`src/rtl/core/vmos_pkg.sv`:
```
// Shared types and constants for the interpreter operand stack with block frames.
// Used by vmos_ctrl, vmos_dp and vm_operand_stack_with_frames; depends on nothing.
package vmos_pkg;

    localparam int VALUE_DEPTH  = 256;
    localparam int FRAME_DEPTH  = 32;
    localparam int MAX_POP_MANY = 16;

    localparam int VAL_AW = $clog2(VALUE_DEPTH);
    localparam int VAL_CW = $clog2(VALUE_DEPTH + 1);
    localparam int FRM_AW = $clog2(FRAME_DEPTH);
    localparam int FRM_CW = $clog2(FRAME_DEPTH + 1);
    localparam int REM_W  = 5;

    localparam int S_TDATA_W = 80;
    localparam int M_TDATA_W = 96;

    // Operation codes.
    localparam logic [2:0] OP_PUSH     = 3'd0;
    localparam logic [2:0] OP_POP      = 3'd1;
    localparam logic [2:0] OP_PEEK     = 3'd2;
    localparam logic [2:0] OP_POP_MANY = 3'd3;
    localparam logic [2:0] OP_PUSH_FRM = 3'd4;
    localparam logic [2:0] OP_POP_FRM  = 3'd5;
    localparam logic [2:0] OP_UNWIND   = 3'd6;

    // Result status codes.
    localparam logic [2:0] ST_OK        = 3'd0;
    localparam logic [2:0] ST_UNDERFLOW = 3'd1;
    localparam logic [2:0] ST_BAD_PEEK  = 3'd2;
    localparam logic [2:0] ST_NO_FRAME  = 3'd3;
    localparam logic [2:0] ST_OVERFLOW  = 3'd4;

    typedef struct packed {
        logic              handler;
        logic [30:0]       target;
        logic [VAL_CW-1:0] base;
    } frm_ent_t;

    typedef struct packed {
        logic       accept;
        logic       emit;
        logic [2:0] emit_status;
        logic       emit_read;
        logic       emit_idx;
        logic       emit_frame;
        logic       emit_last;
        logic       val_push;
        logic       val_pop;
        logic       val_rd;
        logic       rd_peek;
        logic       fill_step;
        logic       pm_load;
        logic       pm_step;
        logic       frm_push;
        logic       frm_rd;
        logic       frm_take;
    } cmd_t;

    typedef struct packed {
        logic [2:0] op;
        logic       vfull;
        logic       vempty;
        logic       peek_bad;
        logic       cnt_zero;
        logic       cnt_bad;
        logic       ffull;
        logic       fempty;
        logic       hc_zero;
        logic       out_free;
        logic       rem_one;
        logic       frm_handler;
        logic       fill_need;
    } stat_t;

endpackage

```
`src/rtl/core/vmos_ctrl.sv`:
```
// Controller state machine of the operand stack: decodes each request and
// sequences the datapath. Depends on vmos_pkg; drives vmos_dp.
module vmos_ctrl (
    input  logic            aclk,
    input  logic            aresetn,
    input  logic            s_tvalid,
    output logic            s_tready,
    input  vmos_pkg::stat_t stat,
    output vmos_pkg::cmd_t  cmd
);

    localparam logic [2:0] S_IDLE  = 3'd0;
    localparam logic [2:0] S_EXEC  = 3'd1;
    localparam logic [2:0] S_RDV   = 3'd2;
    localparam logic [2:0] S_PMANY = 3'd3;
    localparam logic [2:0] S_FRD   = 3'd4;
    localparam logic [2:0] S_FFIN  = 3'd5;

    logic [2:0] state_reg, state_next;
    logic       unwind_done;

    assign s_tready = state_reg == S_IDLE;

    // Pop frame stops after one frame; unwind stops at a handler or an empty frame stack.
    assign unwind_done = (stat.op != vmos_pkg::OP_UNWIND) || stat.frm_handler || stat.fempty;

    always_comb begin
        cmd           = '0;
        cmd.emit_last = 1'b1;
        state_next    = state_reg;
        unique case (state_reg)
            S_IDLE: begin
                if (s_tvalid) begin
                    cmd.accept = 1'b1;
                    state_next = S_EXEC;
                end
            end
            S_EXEC: begin
                unique case (stat.op) inside
                    vmos_pkg::OP_PUSH: begin
                        if (stat.out_free) begin
                            cmd.emit        = 1'b1;
                            cmd.emit_status = stat.vfull ? vmos_pkg::ST_OVERFLOW
                                                         : vmos_pkg::ST_OK;
                            cmd.val_push    = !stat.vfull;
                            state_next      = S_IDLE;
                        end
                    end
                    vmos_pkg::OP_POP: begin
                        if (!stat.vempty) begin
                            cmd.val_rd = 1'b1;
                            state_next = S_RDV;
                        end else if (stat.out_free) begin
                            cmd.emit        = 1'b1;
                            cmd.emit_status = vmos_pkg::ST_UNDERFLOW;
                            state_next      = S_IDLE;
                        end
                    end
                    vmos_pkg::OP_PEEK: begin
                        if (!stat.peek_bad) begin
                            cmd.val_rd  = 1'b1;
                            cmd.rd_peek = 1'b1;
                            state_next  = S_RDV;
                        end else if (stat.out_free) begin
                            cmd.emit        = 1'b1;
                            cmd.emit_status = vmos_pkg::ST_BAD_PEEK;
                            state_next      = S_IDLE;
                        end
                    end
                    vmos_pkg::OP_POP_MANY: begin
                        if (!stat.cnt_zero && !stat.cnt_bad) begin
                            cmd.val_rd  = 1'b1;
                            cmd.pm_load = 1'b1;
                            state_next  = S_PMANY;
                        end else if (stat.out_free) begin
                            cmd.emit        = 1'b1;
                            cmd.emit_status = stat.cnt_zero ? vmos_pkg::ST_OK
                                                            : vmos_pkg::ST_UNDERFLOW;
                            state_next      = S_IDLE;
                        end
                    end
                    vmos_pkg::OP_PUSH_FRM: begin
                        if (stat.out_free) begin
                            cmd.emit        = 1'b1;
                            cmd.emit_status = stat.ffull ? vmos_pkg::ST_OVERFLOW
                                                         : vmos_pkg::ST_OK;
                            cmd.frm_push    = !stat.ffull;
                            state_next      = S_IDLE;
                        end
                    end
                    vmos_pkg::OP_POP_FRM, vmos_pkg::OP_UNWIND: begin
                        if (!stat.fempty &&
                            !(stat.op == vmos_pkg::OP_UNWIND && stat.hc_zero)) begin
                            cmd.frm_rd = 1'b1;
                            state_next = S_FRD;
                        end else if (stat.out_free) begin
                            cmd.emit        = 1'b1;
                            cmd.emit_status = vmos_pkg::ST_NO_FRAME;
                            state_next      = S_IDLE;
                        end
                    end
                    default: begin
                        if (stat.out_free) begin
                            cmd.emit        = 1'b1;
                            cmd.emit_status = vmos_pkg::ST_OK;
                            state_next      = S_IDLE;
                        end
                    end
                endcase
            end
            S_RDV: begin
                if (stat.out_free) begin
                    cmd.emit      = 1'b1;
                    cmd.emit_read = 1'b1;
                    cmd.val_pop   = stat.op == vmos_pkg::OP_POP;
                    state_next    = S_IDLE;
                end
            end
            S_PMANY: begin
                // One value leaves per cycle while the result register is free; the next read is issued alongside.
                if (stat.out_free) begin
                    cmd.emit      = 1'b1;
                    cmd.emit_read = 1'b1;
                    cmd.emit_idx  = 1'b1;
                    cmd.emit_last = stat.rem_one;
                    cmd.val_pop   = 1'b1;
                    cmd.pm_step   = 1'b1;
                    if (stat.rem_one) begin
                        state_next = S_IDLE;
                    end else begin
                        cmd.val_rd = 1'b1;
                    end
                end
            end
            S_FRD: begin
                cmd.frm_take = 1'b1;
                state_next   = S_FFIN;
            end
            S_FFIN: begin
                // A frame deeper than the stack raises the depth with zeros first.
                if (stat.fill_need) begin
                    cmd.fill_step = 1'b1;
                end else if (!unwind_done) begin
                    cmd.frm_rd = 1'b1;
                    state_next = S_FRD;
                end else if (stat.out_free) begin
                    cmd.emit        = 1'b1;
                    cmd.emit_frame  = 1'b1;
                    cmd.emit_status = (stat.op == vmos_pkg::OP_UNWIND && !stat.frm_handler)
                                      ? vmos_pkg::ST_NO_FRAME : vmos_pkg::ST_OK;
                    state_next      = S_IDLE;
                end
            end
            default: begin
                state_next = S_IDLE;
            end
        endcase
    end

    always_ff @(posedge aclk) begin
        if (!aresetn) begin
            state_reg <= S_IDLE;
        end else begin
            state_reg <= state_next;
        end
    end

endmodule

```
`config.mk`:
```
export PLATFORM = sky130hd
export DESIGN_NAME = vmos_ctrl
export DESIGN_NICKNAME = d
export VERILOG_FILES = /design/src/rtl/core/vmos_pkg.sv /design/src/rtl/core/vmos_ctrl.sv
export SDC_FILE = /design/constraint.sdc
export NUM_CORES = 1
export LEC_CHECK = 0
export ABC_AREA = 1
export BUFFER_PORTS_ARGS = -buffer_cell sky130_fd_sc_hd__buf_2
export CAP_MARGIN = 20
export CELL_PAD_IN_SITES_DETAIL_PLACEMENT = 0
export CELL_PAD_IN_SITES_GLOBAL_PLACEMENT = 2
export CORE_MARGIN = 2
export CORE_UTILIZATION = 18
export DETAILED_ROUTE_END_ITERATION = 8
export GPL_TIMING_DRIVEN = 0
export PLACE_DENSITY = 0.77
export SYNTH_ARGS = -nofsm -noshare
export SYNTH_HDL_FRONTEND = slang
export SYNTH_SLANG_ARGS = --single-unit
```
`constraint.sdc`:
```
create_clock -name aclk -period 1.6 [get_ports aclk]
set_input_delay 0.32 -clock aclk [delete_from_list [all_inputs] [get_ports aclk]]
set_output_delay 0.32 -clock aclk [all_outputs]
set_load 0.005 [all_outputs]
```
==> results of run 1 <==
## per-layer routing
metal,share of wire,wire length [µm],up-vias,track usage
met2,0.48,990,25,0.187
met1,0.45,923,371,0.138
met5,0,0,-,0
met3,0.054,111,4,0.0147
met4,0.012,25,0,0.0373
li1,-,-,453,-
## worst max-delay path by stage
stage,to,cells after the start
5_1_grt,cmd[17],8
3_5_place_dp,cmd[17],10
2_1_floorplan,cmd[17],8
3_3_place_gp,cmd[17],10
6_report,cmd[17],7
4_1_cts,cmd[17],8
## per-stage QoR
| step | worst slack, ps | instances | instance area [µm²] |
|---|---|---|---|
| 2_1_floorplan | 111 | 108 | 588 |
| 3_3_place_gp | -187 | 187 | 818 |
| 3_5_place_dp | -181 | 187 | 818 |
| 4_1_cts | -103 | 199 | 968 |
| 5_1_grt | -195 | 202 | 1030 |
| 6_report | -83.8 | 202 | 1030 |
## tightest hold or removal path, stage by stage
cell     delay, ps
buf_2           90
nand2_1         50
inv_1           40
## kinds of logic (layout without fill, tap and decap cells)
group / count (synthesis) / count (layout) / synth area share
AOI/OAI and AO/OA: 16 / 16 / 0.181
buffers and inverters: 22 / 72 / 0.160
DFF: 3 / 3 / 0.102
and+or+nand+nor: 67 / 67 / 0.557
## timing repair
action,in CTS,in global routing
pin swaps,4,3
setup buffers,8,3
setup endpoints to repair,10,11
resized for setup,19,9
## where the power goes
group          switching (mW)  leakage, nW  total (mW)  internal (mW)
Sequential            0.00672       0.0260      0.0858         0.0791
Clock                  0.0380       0.0150       0.131         0.0934
Combinational           0.107        0.520       0.189         0.0819
Total                   0.151        0.561       0.406          0.254
## layout make-up
cell class,count,area [µm²]
inverter,19,81.3
multi-input combinational,83,484
fill,357,2050
buffer,3,30.0
clock buffer,4,26.3
sequential,3,66.3
tap,44,55.1
timing repair buffer,46,285
## layout by cell type (no fill, tap or decap), types with 4 or more instances in the layout
master,instances
buf_2,32
nand2_1,26
nor2_1,13
inv_1,12
buf_4,11
nand3_1,9
inv_2,5
buf_6,4
o21ai_0,4
clkbuf_4,4
==> metrics.yaml, run 1 <==
drt_wl_total_um: 2050
fin_hold_ws_ps: 292
cts_tree: "yes"
cap_violations: 0
holdBufCountCts: 0
yosysUniqueCellTypes: 27
num_antenna_cells: 0
grt_pass1_wl_um: 3060
worstPathRequired_ps: 1280
grt-ovfl-total: 0
violations: "negative setup slack"
synth.cell_area_um2: 588
peakVddDrop_v: 0.000247
yosys.area.top_type_share: 0.166
max_slew_margin: 0.826
ctsRootBufferMaster: "clkbuf_4"
synthTopCellsByCount: "nand2_1 (26), inv_1 (14), nor2_1 (13), nand3_1 (9), inv_2 (5)"
grt_pass1_vias: 739
synth_area_per_cell_um2: 5.45
grt_usage: 0.109
synth-edff-count: 0
rows: 20
r2r-start: "state_reg[0]$_SDFFE_PN0P_"
rr_endpoint: "state_reg[0]$_SDFFE_PN0P_"
critical_path_class: "reg2out"
finalMaxSlewViolations: 0
r2r_cells: 8
port_buffers: 35
clk_pin_slew_ps: 40
start_util: 0.191
utilization: 0.334
yosysSeqAreaShare: 0.102
dr.pass1.iters: 4
powerDensity_mw_per_mm2: 394
yosys_warnings: 0
layout_setup_ws_ps: -83.8
min_path_type: "in2reg"
synthCells: 108
die_w_um: 61.2
status: "finished with violations"
hpwl_um: 1620
worst_setup_path_end_kind: "primary output"
power_leakage_nw: 0.561
rsz0062_at_grt: "yes"
drive_gt1_frac: 0.481
num_io_pins: 38
synth-async-reset-ratio: 0
crit_path_max_incr_delay_ps: 370
cts_num_sinks: 3
fp.dieH_um: 61.2
die_area_mm2: 0.00374
hold_viol: 0
period_needed_ps: 1680
grt_antenna_before_repair: 0
cp_max_fo: 5
areaGrowthSynthToFinish_pct: 74.9
setup_viol: 4
holdPathEnd: "state_reg[1]$_SDFFE_PN0P_"
crit_start: "state_reg[0]$_SDFFE_PN0P_"
path_delay_family: "simple AND/OR/NAND/NOR gates"
avgViaCountPerCell: 4.22
drc: 0
final.period_utilization: 1.05
htree_num_levels: 1
cp-start-kind: "register"
hold_depth: 3
avgRoutedWirePerCell_um: 10.1
critPathArrivalTime_ps: 1360
syn_nets: 126
crit_path_cell_trace: "nand2_4, nor2_4, inv_2, nor3_4, or2_0, o21bai_1, buf_2"
worst_path_max_delay_cell: "dfxtp_2"
hp-start: "aresetn"
worst_pin_slew_ps: 259
yosys.area.top_type: "nand2_1"
largest_reg_flops: 3
path_buf_inv: 2
grt_max_degree: 11
coreArea_mm2: 0.00308
cts_buffers: 3
synthTopCellsByArea: "nand2_1 (17%), dfxtp_1 (10%), inv_1 (8.9%)"
fmax_ghz: 0.594
num_vias: 853
fin_setup_tns_ps: -238
fin_skew_ps: 0.675
final_antenna_net_count: 0
synthFlopType: "dfxtp_1"
rrSetupSlack_ps: 380
yosysMostFrequentCell: "nand2_1"
dr.first_iter.drc_count: 32
power_mw: 0.406
clk_latency_ps: 230
nets: 177
cts.path.max_buffers: 2
ys_ff_latch: 3
globalplace.congestion: 0.727
Power figures use the tool's default switching activity.
==> run 2: changes to the inputs <==
--- a/config.mk
+++ b/config.mk
@@ -14,7 +14,9 @@
 export CORE_UTILIZATION = 18
 export DETAILED_ROUTE_END_ITERATION = 8
 export GPL_TIMING_DRIVEN = 0
+export MAX_ROUTING_LAYER = met4
 export PLACE_DENSITY = 0.77
+export RECOVER_POWER = 25
 export SYNTH_ARGS = -nofsm -noshare
 export SYNTH_HDL_FRONTEND = slang
 export SYNTH_SLANG_ARGS = --single-unit
==> run 2 against run 1 <==
  * The flow still finishes with violations (negative setup slack)
  * Non-clock buffer count is the same
  * Register-to-register slack got worse by 50 ps
  * Combinational power barely moved
  * Final cell count unchanged
  * Power decreased by 0.41%
  * Core utilization fell by 0.12 points
  * Sequential share of layout area about the same
  * Clock power hardly changed
  * Critical endpoint unchanged
  * Largest power group unchanged
==> metrics.yaml, run 2 (same netlist as run 1, synthesis figures left out) <==
status: "finished with violations"
violations: "negative setup slack"
cp_max_fo: 5  # unchanged
rows: 20  # unchanged
crit_path_cell_trace: "nand2_4, nor2_4, inv_2, nor3_4, or2_0, o21bai_1, buf_2"
fp.dieH_um: 61.2  # unchanged
num_io_pins: 38  # unchanged
drc: 0  # unchanged
r2r_cells: 8  # unchanged
power_leakage_nw: 0.561  # -0.11%
grt_usage: 0.112  # +0.00382
hpwl_um: 1620  # unchanged
min_path_type: "in2reg"
critical_path_class: "reg2out"
crit_path_max_incr_delay_ps: 370  # about the same
drive_gt1_frac: 0.475  # -0.00633
nets: 177  # unchanged
grt_antenna_before_repair: 0  # unchanged
finalMaxSlewViolations: 0  # unchanged
dr.first_iter.drc_count: 22  # -31%
rr_endpoint: "state_reg[2]$_SDFFE_PN0P_"
cts.path.max_buffers: 2  # unchanged
critPathArrivalTime_ps: 1360  # about the same
cts_tree: "yes"
crit_start: "state_reg[0]$_SDFFE_PN0P_"
grt_pass1_wl_um: 3080  # +0.46%
avgViaCountPerCell: 4.22  # -0.12%
worst_path_max_delay_cell: "dfxtp_2"
globalplace.congestion: 0.736  # +1.2%
largest_reg_flops: 3  # unchanged
drt_wl_total_um: 2060  # +0.44%
avgRoutedWirePerCell_um: 10.2  # +0.44%
grt-ovfl-total: 0  # unchanged
most-common-layout-cells: "buf_2 (32), nand2_1 (26), nor2_1 (13)"
powerDensity_mw_per_mm2: 394  # about the same
fin_hold_ws_ps: 292  # unchanged
mostFrequentLayoutCell: "buf_2"
rrSetupSlack_ps: 330  # -50 ps
htree_num_levels: 1  # unchanged
period_needed_ps: 1680  # unchanged
r2r-start: "state_reg[2]$_SDFFE_PN0P_"
dr.pass1.iters: 3  # -1
setup_viol: 4  # unchanged
clk_pin_slew_ps: 40  # about the same
fmax_ghz: 0.594  # unchanged
dp_cells: 187  # unchanged
utilization: 0.333  # -0.00122
max_slew_margin: 0.826  # about the same
final.period_utilization: 1.05  # unchanged
coreArea_mm2: 0.00308  # unchanged
num_antenna_cells: 0  # unchanged
die_area_mm2: 0.00374  # unchanged
crit_end: "cmd[17]"
start_util: 0.191  # unchanged
cts_buffers: 3  # unchanged
clk_latency_ps: 230  # about the same
peakVddDrop_v: 0.000247  # about the same
worst_pin_slew_ps: 259  # -0.000358 ps
worstPathRequired_ps: 1280  # about the same
worst_setup_path_end_kind: "primary output"
grt_max_degree: 11  # unchanged
post-place-ws_ps: -181  # unchanged
cp-start-kind: "register"
num_vias: 852  # -0.12%
ctsRootBufferMaster: "clkbuf_4"
rsz0062_at_grt: "yes"
layout_setup_ws_ps: -83.8  # unchanged
die_w_um: 61.2  # unchanged
port_buffers: 35  # unchanged
stdcell_count: 202  # unchanged
grt_pass1_vias: 737  # -0.27%
power_mw: 0.404  # -0.41%
areaGrowthSynthToFinish_pct: 74.3
final_antenna_net_count: 0  # unchanged
hold_viol: 0  # unchanged
cap_violations: 0  # unchanged
fin_skew_ps: 0.675  # unchanged
cts_num_sinks: 3  # unchanged
==> run 2: cell counts in the layout (fill, tap and decap cells not counted) <==
Identical to the previous run, type by type.
==> run 2: area by class of cell <==
| cell class | count | area (µm²) |
|---|---|---|
| Inverter | 19 | 81.3 |
| Multi-Input combinational cell | 83 | 480 |
| Buffer | 3 | 30.0 |
| Tap cell | 44 | 55.1 |
| Clock buffer | 4 | 26.3 |
| Timing Repair Buffer | 46 | 285 |
| Sequential cell | 3 | 66.3 |
| Fill cell | 359 | 2050 |
==> run 2: worst min path at each step <==
stage / start / to / slack (ps) / depth (start not counted)
after CTS: aresetn / state_reg[1]$_SDFFE_PN0P_ / 290 / 3
after floorplan: aresetn / state_reg[1]$_SDFFE_PN0P_ / 420 / 2
after global placement: aresetn / state_reg[1]$_SDFFE_PN0P_ / 520 / 3
final: aresetn / state_reg[1]$_SDFFE_PN0P_ / 290 / 3
after global routing: aresetn / state_reg[1]$_SDFFE_PN0P_ / 300 / 3
after detailed placement: aresetn / state_reg[1]$_SDFFE_PN0P_ / 530 / 3
==> run 2: worst max-delay path: cells and delay by family, from the launching register on <==
kind	cells	cell delay (ps)
AND/OR/NAND/NOR	4	460
AO/OA/AOI/OAI	1	110
flip-flops	1	370
buffers and inverters	2	190
==> run 2: through the flow <==
step,area [µm²],TNS (ps)
4_1_cts,968,-314
6_report,1020,-238
3_5_place_dp,818,-317
3_3_place_gp,818,-309
5_1_grt,1020,-804
2_1_floorplan,588,0
==> run 2: power breakdown <==
part | internal [mW] | switching [mW]
clock | 0.0934 | 0.0380
combinational | 0.0811 | 0.106
sequential | 0.0791 | 0.00672
total | 0.254 | 0.151
==> run 2: timing repair <==
item	4_1_cts	5_1_grt
gates resized for setup	19	9
hold buffers	0	0
setup buffers	8	3
setup endpoints to repair	10	11
pin swaps	4	3
==> run 2: metal layers <==
layer	global-route usage	vias up	routed length, µm
li1	-	452	-
met1	0.141	371	931
met2	0.185	25	991
met3	0.0147	4	111
met4	0.0373	0	25
met5	-	-	0
==> run 3: changes to the inputs <==
--- a/config.mk
+++ b/config.mk
@@ -10,6 +10,7 @@
 export CAP_MARGIN = 20
 export CELL_PAD_IN_SITES_DETAIL_PLACEMENT = 0
 export CELL_PAD_IN_SITES_GLOBAL_PLACEMENT = 2
+export CORE_ASPECT_RATIO = 0.9
 export CORE_MARGIN = 2
 export CORE_UTILIZATION = 18
 export DETAILED_ROUTE_END_ITERATION = 8
==> run 3 against run 2 <==
  * The run still ends with negative setup slack left
  * First-iteration DRC count up 32%
  * Critical path type unchanged
  * Maximum frequency down 2.7%
  * Core utilization up 2.1 points
  * Register-to-register slack worse by 120 ps
  * Critical path depth unchanged
==> metrics.yaml, run 3 (same netlist as run 1, synthesis figures left out) <==
grtUsageMet2: 0.180  # -0.00535
finalMaxSlewViolations: 0  # unchanged
port_buffers: 35  # unchanged
clk_pin_slew_ps: 40  # about the same
rsz0062_at_grt: "yes"
final.period_utilization: 1.08  # +0.0290
setup_viol: 8  # +4
crit_start: "state_reg[2]$_SDFFE_PN0P_"
min_path_type: "in2reg"
cts_num_sinks: 3  # unchanged
max_slew_margin: 0.747  # -0.0788
grt_usage: 0.120  # +0.00784
fin_hold_ws_ps: 297  # +4.86 ps
fin_skew_ps: 1.67  # +0.994 ps
num_io_pins: 38  # unchanged
grt_antenna_before_repair: 0  # unchanged
critical_path_class: "reg2out"
areaGrowthSynthToFinish_pct: 85.7
grt_pass1_vias: 804  # +9.1%
grt-ovfl-total: 0  # unchanged
dr.pass1.iters: 4  # +1
grt.busiest_layer: "met2"
r2r-start: "state_reg[1]$_SDFFE_PN0P_"
final_antenna_net_count: 0  # unchanged
avgRoutedWirePerCell_um: 10.7  # +4.5%
mostFrequentLayoutCell: "buf_2"
fp.dieH_um: 58.2  # -4.8%
rows: 19  # -5.0%
fmax_ghz: 0.578  # -2.7%
cts.path.max_buffers: 2  # unchanged
power_leakage_nw: 0.585  # +4.3%
period_needed_ps: 1730  # +46.4 ps
hp-start: "aresetn"
ctsRootBufferMaster: "clkbuf_4"
hold_viol: 0  # unchanged
drive_gt1_frac: 0.540  # +0.0657
most-common-layout-cells: "buf_2 (33), nand2_1 (24), buf_4 (14)"
cap_violations: 0  # unchanged
largest_reg_flops: 3  # unchanged
cts_tree: "yes"
nets: 180  # +1.7%
worstPathRequired_ps: 1280  # about the same
num_vias: 890  # +4.5%
peakVddDrop_v: 0.000145  # -41%
htree_num_levels: 1  # unchanged
drt_wl_total_um: 2160  # +5.0%
use_met1: 0.161  # +0.0199
start_util: 0.190  # -0.000774
die_area_mm2: 0.00374  # about the same
dr.first_iter.drc_count: 29  # +32%
utilization: 0.353  # +0.0205
power_mw: 0.428  # +6.0%
cp-start-kind: "register"
status: "finished with violations"
worst_setup_path_end_kind: "primary output"
coreArea_mm2: 0.00309  # +0.41%
critPathArrivalTime_ps: 1410  # +50 ps
die_w_um: 64.3  # +5.1%
clk_latency_ps: 230  # about the same
powerDensity_mw_per_mm2: 392  # -0.59%
cp_max_fo: 5  # unchanged
fillers: 357  # -0.56%
layout_setup_ws_ps: -130  # -46.4 ps
violations: "negative setup slack"
worst_pin_slew_ps: 376  # +117 ps
gr-usage-met3: 0.0233  # +0.00860
num_antenna_cells: 0  # unchanged
globalplace.congestion: 0.889  # +21%
grt_pass1_wl_um: 3470  # +13%
grt_max_degree: 11  # unchanged
drc: 0  # unchanged
avgViaCountPerCell: 4.38  # +3.9%
cts_buffers: 3  # unchanged
hpwl_um: 1600  # -1.7%
[run 3: changes by cell type in the layout (fill, tap and decap cells not counted), moves of 2 or more]
cell | previous run | this run
buf_4 | 11 | 14
nand2_2 | 0 | 3
nand2_1 | 26 | 24
nor2_1 | 13 | 11
nor2_2 | 0 | 2
nor4_1 | 2 | 0
nor4_2 | 1 | 3
o21ai_0 | 4 | 2
[run 3: worst max-delay path, cell delays in order (launching register included)]
cell and delay [ps]:
dfxtp_4 370, inv_4 50, nor2_4 110, inv_2 60, nor3_4 220, or2_0 140, o21bai_4 110, buf_2 120
[run 3: final cells by class]
cell class / instances / area, µm² / area share
multi-input combinational: 83 / 533 / 0.488
clock buffer: 4 / 26.3 / 0.0241
tap: 42 / 52.6 / 0.0481
inverter: 19 / 81.3 / 0.0745
buffer: 3 / 30.0 / 0.0275
timing repair buffer: 49 / 300 / 0.275
sequential: 3 / 68.8 / 0.0630
[run 3: power by group]
group	internal [mW]	total [mW]	switching (mW)
Clock	0.0935	0.133	0.0393
Sequential	0.0790	0.0855	0.00648
Combinational	0.0896	0.210	0.120
Total	0.262	0.428	0.166
[run 3: path summary, 6_finish.rpt]
kind,cells past startpoint,endpoint,slack (ps)
worst max-delay path,7,cmd[17],-130
worst min-delay path,3,state_reg[1]$_SDFFE_PN0P_,300
worst max register to register,10,state_reg[0]$_SDFFE_PN0P_,210
worst min register to register,5,state_reg[1]$_SDFFE_PN0P_,670
[run 3: timing repair]
action / in CTS / in global routing
setup endpoints to repair: 9 / 15
resized for setup: 17 / 22
pin swaps: 9 / 8
hold buffers: 0 / 0
setup buffers: 10 / 5
[run 3: metal layers]
metal  up-vias  share of wire
met3         2          0.032
met1       412           0.46
met5         -              0
li1        460              -
met2        16           0.50
met4         0         0.0097
[run 3: metrics by stage]
stage	cell area (µm²)	TNS [ps]	std cells	setup slack (ps)
final	1090	-626	203	-130
after global routing	1090	-1460	203	-185
after CTS	966	-341	199	-140
after detailed placement	816	-313	185	-170
after global placement	816	-351	185	-194
after floorplan	588	0	108	111
